[config.mk]
export PLATFORM = sky130hd
export DESIGN_NAME = dsu_front
export DESIGN_NICKNAME = d
export VERILOG_FILES = /design/src/hw/rtl/dsu_pkg.sv /design/src/hw/rtl/dsu_front.sv
export SDC_FILE = /design/constraint.sdc
export NUM_CORES = 1
export LEC_CHECK = 0
export BUFFER_PORTS_ARGS = -buffer_cell sky130_fd_sc_hd__clkbuf_2
export CORE_ASPECT_RATIO = 0.7
export CORE_MARGIN = 4
export CORE_UTILIZATION = 53
export CTS_BUF_LIST = sky130_fd_sc_hd__clkbuf_8
export DETAILED_ROUTE_END_ITERATION = 7
export PLACE_DENSITY = 0.8
export SLEW_MARGIN = 30
export SYNTH_ARGS = -nofsm -noshare
export SYNTH_HDL_FRONTEND = slang
export SYNTH_SLANG_ARGS = --single-unit
export TNS_END_PERCENT = 100
[constraint.sdc]
create_clock -name clk -period 2.3 [get_ports clk]
set_input_delay 0.46 -clock clk [delete_from_list [all_inputs] [get_ports clk]]
set_output_delay 0.46 -clock clk [all_outputs]
set_load 0.02 [all_outputs]
[src/hw/rtl/dsu_pkg.sv]
// Shared types, sizes and codes for the union-find engine.
package dsu_pkg;

    // Table size and field widths
    localparam int NODES       = 256;
    localparam int NODE_W      = 8;
    localparam int SIZE_W      = 9;
    localparam int ADDR_W      = (NODES > 1) ? $clog2(NODES) : 1;
    localparam int STEP_W      = $clog2(NODES + 1);
    localparam int CMD_W       = 2;
    localparam int IN_W        = 16;
    localparam int OUT_W       = 24;
    localparam int OUT_PAD_W   = OUT_W - NODE_W - SIZE_W - 1;

    // Command queue between front and back
    localparam int QUEUE_DEPTH = 2;
    localparam int QPTR_W      = $clog2(QUEUE_DEPTH);
    localparam int QCNT_W      = $clog2(QUEUE_DEPTH + 1);

    typedef logic [NODE_W-1:0] node_t;
    typedef logic [SIZE_W-1:0] count_t;

    localparam count_t SIZE_ONE = count_t'(1);
    localparam count_t SIZE_SAT = '1;

    // Command codes as they arrive on the bus
    localparam logic [CMD_W-1:0] CMD_MAKE_SET = 2'd0;
    localparam logic [CMD_W-1:0] CMD_FIND     = 2'd1;
    localparam logic [CMD_W-1:0] CMD_UNION    = 2'd2;

    // Decoded operation handed to the back end
    typedef enum logic [1:0] {
        OP_MAKE,
        OP_FIND,
        OP_UNION,
        OP_IGNORE
    } op_t;

    typedef struct packed {
        op_t   op;
        node_t node_a;
        node_t node_b;
    } cmd_t;

    // Back-end sequencer states
    typedef enum logic [3:0] {
        ST_IDLE,
        ST_MAKE,
        ST_WALK_RD,
        ST_WALK,
        ST_COMP_RD,
        ST_COMP_WR,
        ST_CNT_A,
        ST_CNT_B,
        ST_MERGE,
        ST_SIZE_RD,
        ST_SIZE,
        ST_DONE
    } state_t;

endpackage

[src/hw/rtl/dsu_front.sv]
// Front end: takes command beats, decodes them and queues them for the back end.
module dsu_front
    import dsu_pkg::*;
(
    input  logic              clk,
    input  logic              rst_n,
    input  logic              s_tvalid,
    output logic              s_tready,
    input  logic [IN_W-1:0]   s_tdata,   // node_a, node_b
    input  logic [CMD_W-1:0]  s_tuser,   // command
    output cmd_t              head,
    output logic              head_valid,
    input  logic              pop
);

    cmd_t              q_reg [QUEUE_DEPTH];
    logic [QPTR_W-1:0] wr_ptr_reg;
    logic [QPTR_W-1:0] rd_ptr_reg;
    logic [QCNT_W-1:0] cnt_reg;
    logic [QCNT_W-1:0] cnt_next;
    cmd_t              cmd_in;
    logic              a_ok;
    logic              b_ok;
    logic              push;

    // Decode and range-check the operands
    always_comb
    begin
        cmd_in.node_a = s_tdata[NODE_W-1:0];
        cmd_in.node_b = s_tdata[2*NODE_W-1:NODE_W];
        a_ok = (32'(cmd_in.node_a) < 32'(NODES));
        b_ok = (32'(cmd_in.node_b) < 32'(NODES));
        case (s_tuser)
            CMD_MAKE_SET: cmd_in.op = a_ok ? OP_MAKE : OP_IGNORE;
            CMD_UNION:    cmd_in.op = (a_ok && b_ok) ? OP_UNION : OP_IGNORE;
            default:      cmd_in.op = a_ok ? OP_FIND : OP_IGNORE;
        endcase
    end

    assign s_tready   = (cnt_reg != QCNT_W'(QUEUE_DEPTH));
    assign push       = s_tvalid && s_tready;
    assign head_valid = (cnt_reg != '0);
    assign head       = q_reg[rd_ptr_reg];

    always_comb
    begin
        cnt_next = cnt_reg;
        if (push && !pop)
        begin
            cnt_next = cnt_reg + QCNT_W'(1);
        end
        else if (pop && !push)
        begin
            cnt_next = cnt_reg - QCNT_W'(1);
        end
    end

    // Queue pointers and fill
    always_ff @(posedge clk or negedge rst_n)
    begin
        if (!rst_n)
        begin
            wr_ptr_reg <= '0;
            rd_ptr_reg <= '0;
            cnt_reg    <= '0;
        end
        else
        begin
            cnt_reg <= cnt_next;
            if (push)
            begin
                wr_ptr_reg <= wr_ptr_reg + QPTR_W'(1);
            end
            if (pop)
            begin
                rd_ptr_reg <= rd_ptr_reg + QPTR_W'(1);
            end
        end
    end

    // Queue storage
    always_ff @(posedge clk)
    begin
        if (push)
        begin
            q_reg[wr_ptr_reg] <= cmd_in;
        end
    end

endmodule

After elaboration in Yosys (flattened, before gate mapping) --
Memory sizes are Yosys's and may differ from the RTL's. Cells that the tools add are included.
Storage, ports and cells: word-level logic and storage cells 23, output and inout bits 20, memory bits (writable) 36, input port bits 22, memories kept 1, register bits after elaboration 4
Operators by class: add/subtract/negate cells 4, equal/unequal tests 2, reduce and logical (&&, ||, !) cells 8, multiplexer cells 5
Memory list:
- q_reg | depth 2, width 18, rd ports 1, clocked after Yosys merged registers in 0, write ports 1, RTL line dsu_front.sv:16 | cmd_t q_reg [QUEUE_DEPTH];
Operator list (number):
- $mux 2 | 2
- $pmux 2 s2 | 1
- $reduce_bool 2->1 | 2
- $logic_and 1x1->1 | 3
- $add 1x1->1 const B | 2
- $add 2x1->2 const B | 1
- $eq 2x2->1 const B | 1
- $logic_not 1->1 | 2
- $logic_not 2->1 | 1
- $mux 1 | 2
- $ne 2x2->1 const B | 1
- $sub 2x1->2 const B | 1

Logic depth before layout (Yosys ltp) --
depth after elaboration 6, mapped depth 7, gate-level depth less buffers 7

Worst setup path after synthesis --
No wires, ideal clock.
path type flip-flop to flip-flop, start point register cnt_reg[0], end point memory q_reg[0][0] in the netlist's numbering, enable pin, cell stages (with the launch flop) 4, arrival time 1576 ps, period minus slack after synthesis 1969 ps, setup slack 331 ps, setup time 393 ps, buffers on the path 0, data required time 1907 ps, cell sequence dfrtp_1 nand2b_1 nand2_1 nor2_1
Between the ends: longest elaborated chain between the ends 4
RTL lines:
- start: declaration | RTL line dsu_front.sv:19 | logic [QCNT_W-1:0] cnt_reg;
- start signal: assignment | RTL line dsu_front.sv:69 | cnt_reg <= cnt_next;
- $ne 2x2->1 | RTL line dsu_front.sv:40 | assign s_tready = (cnt_reg != QCNT_W'(QUEUE_DEPTH));
- net s_tready | RTL line dsu_front.sv:8 | output logic s_tready,
- $logic_and 1x1->1 | RTL line dsu_front.sv:41 | assign push = s_tvalid && s_tready;
- $mux 1 | RTL line dsu_front.sv:84 | if (push)
- $mux 1 (not written as such) | RTL line dsu_front.sv:86 | q_reg[wr_ptr_reg] <= cmd_in;
- end: declaration | RTL line dsu_front.sv:16
The timed path passes the listed nets, and every way through them passes these cells.

==> results.py <==
metrics = {
    "finish": {
        "drive_gt1_frac": 0.575,
        "final_core_util": 0.690,
        "syn_to_final_growth_pct": 24.6,
        "largest_reg_flops": 36,
        "n_antenna_cell": 0,
        "final_area_um2": 1930,
        "nets": 149,
    },
    "cts": {
        "clockBufferDepth": 2,
        "h-tree-depth": 2,
        "clock-root-buffer": "clkbuf_8",
        "cts_setup_buffers": 0,
        "clk_pin_slew_ns": 0.07,
        "insertion_delay_ns": 0.29,
        "numCtsBuffers": 5,
        "cts_sinks": 40,
        "tritoncts": "yes",
    },
    "die": {
        "die_area_um2": 3870,
        "start_util": 0.554,
        "die_w_um": 72.7,
        "ioPinCount": 42,
        "die_h_um": 53.3,
        "fp.coreArea_um2": 2800,
        "placementRows": 16,
    },
    "global_route": {
        "grt_max_degree": 16,
        "grt_use_total": 0.134,
        "grt_pass1_wl_mm": 3.52,
        "grt_pass1_vias": 766,
        "overflow": 0,
        "antenna_found_initial": 0,
    },
    "place": {
        "dpl_cell_area_um2": 1810,
        "dp_hpwl_mm": 1.76,
        "io_buffers": 41,
        "pre_cts_ws_ns": 0.625,
        "gp_congestion": 0.686,
    },
    "pwr": {
        "irDropWorstVdd_uv": 641,
        "p_leak_nw": 0.802,
        "powerDensity_nw_per_um2": 1320,
    },
    "logic_synthesis": {
        "synth_flop_cell": "edfxtp_1",
        "yosysUniqueCellTypes": 17,
        "yosysMostFrequentCell": "edfxtp_1",
        "async_flop_share": 0.100,
        "syn-instance-count": 76,
        "syn_nets": 99,
        "avgSynthCellArea_um2": 20.4,
        "yosys-top-cells-area": "edfxtp_1 70%, mux2_4 8.7%, mux2_2 6.5%, dfrtp_1 6.4%, xor2_1 1.7%",
        "synth.largest_area_cell": "edfxtp_1",
        "ys_seq_area_frac": 0.761,
        "synth_seq_cells": 40,
        "synth_edf_count": 36,
        "synth_warnings": 0,
        "synth_common_cells": "36 x edfxtp_1, 9 x mux2_2, 9 x mux2_4",
        "synth_top_area_frac": 0.696,
        "syn_area_um2": 1550,
    },
    "hold_path": {
        "worstHoldEndpoint": "q_reg[1][12]",
        "hp-class": "in2reg",
        "holdPathStages": 1,
        "min_from": "s_tdata[4]",
    },
    "critical_path": {
        "cp_data_required_time_ns": 1.84,
        "reg2reg_depth": 3,
        "start_kind": "flip-flop",
        "arrival_ns": 1.53,
        "critical_path_class": "reg2out",
        "rr_startpoint": "cnt_reg[0]",
        "cp-end-kind": "primary output",
        "rrSetupSlack_ns": 0.69,
        "r2r_end": "q_reg[1][13]",
        "cp_max_fo": 15,
    },
    "drt": {
        "ant_nets": 0,
        "firstDrtPassIters": 2,
        "vias_per_cell": 4.82,
        "finalWirelength_mm": 2.40,
        "drc": 0,
        "drtIter0Drc": 16,
        "wl_per_cell_um": 14.7,
        "vias": 785,
    },
    "timing": {
        "finalSetupViolations": 0,
        "worst_pin_slew_ns": 0.492,
        "fin_tns_setup_ns": 0,
        "fin_hold_ws_ns": 0.360,
        "rsz0062_at_grt": "no",
        "period_share": 0.864,
        "post-route-min-period_ns": 1.99,
        "fin_ws_ns": 0.313,
        "max_clock_freq_mhz": 503,
        "maxSlewHeadroom": 0.672,
        "hold_viol_final": 0,
        "clock_skew_ns": 0.00326,
        "slew_viol_final": 0,
    },
    "job": {
        "cap_violations": 0,
    },
    "outcome": {
        "outcome": "completed",
    },
}
==> kinds of logic after synthesis <==
family	Yosys count	share of synthesized area
flops	40	0.761
mux	18	0.152
simple gates	7	0.0234
xor+xnor	5	0.0282
buf+inv	5	0.0274
fa+ha+maj	1	0.00806
==> worst max-delay path, stage by stage, from the launching register on <==
cell and delay [ns]:
dfrtp_1 0.52, buf_12 0.21, mux2_2 0.35, clkbuf_2 0.16
==> per-layer routing <==
| layer | track usage | vias up | part of all wire |
|---|---|---|---|
| met3 | 0.0664 | 4 | 0.089 |
| met4 | 0.0644 | 0 | 0.0071 |
| li1 | - | 382 | - |
| met5 | 0 | - | 0 |
| met1 | 0.158 | 372 | 0.43 |
| met2 | 0.205 | 27 | 0.47 |
==> cell type report <==
class	instances	area, µm²
timing repair buffer	46	258
tap	36	45.0
sequential	40	1180
fill	193	868
clock buffer	5	68.8
inverter	2	7.51
multi-input combinational	31	332
clock inverter	3	42.5
==> worst max-delay path by stage <==
stage / depth (start not counted) / end / slack [ns] / start
finish: 3 / head[16] / 0.31 / rd_ptr_reg
floorplan: 3 / q_reg[0][0] / 0.33 / cnt_reg[0]
global placement: 3 / head[3] / 0.65 / rd_ptr_reg
detailed placement: 3 / head[16] / 0.62 / rd_ptr_reg
CTS: 3 / head[16] / 0.30 / rd_ptr_reg
global route: 3 / head[1] / 0.25 / rd_ptr_reg
==> placed cells by master (no fill, tap or decap), types with 2 or more instances in the layout <==
cell type and instances:
buf_4 3, clkbuf_2 41, clkbuf_8 5, dfrtp_1 4, edfxtp_1 36, inv_1 2, mux2_2 9, mux2_4 9
xnor2_1 2, xor2_1 3
==> repair_timing <==
| item | 4_1_cts | 5_1_grt |
|---|---|---|
| endpoints found under the hold margin | 4 | 0 |
| gates resized for setup | 0 | 0 |
| hold buffers | 1 | 0 |
==> per-stage QoR <==
stage / total power [mW] / std cells
2_1_floorplan: 1.77 / 76
3_3_place_gp: 2.01 / 154
3_5_place_dp: 2.03 / 154
4_1_cts: 2.59 / 163
5_1_grt: 2.69 / 163
6_report: 2.55 / 163
==> power breakdown <==
part	leakage [nW]	total (mW)	switching, mW	internal [mW]
clock	0.0541	0.552	0.231	0.321
combinational	0.366	0.918	0.500	0.418
sequential	0.381	1.08	0.0824	1.00
Power figures use the tool's default switching activity.
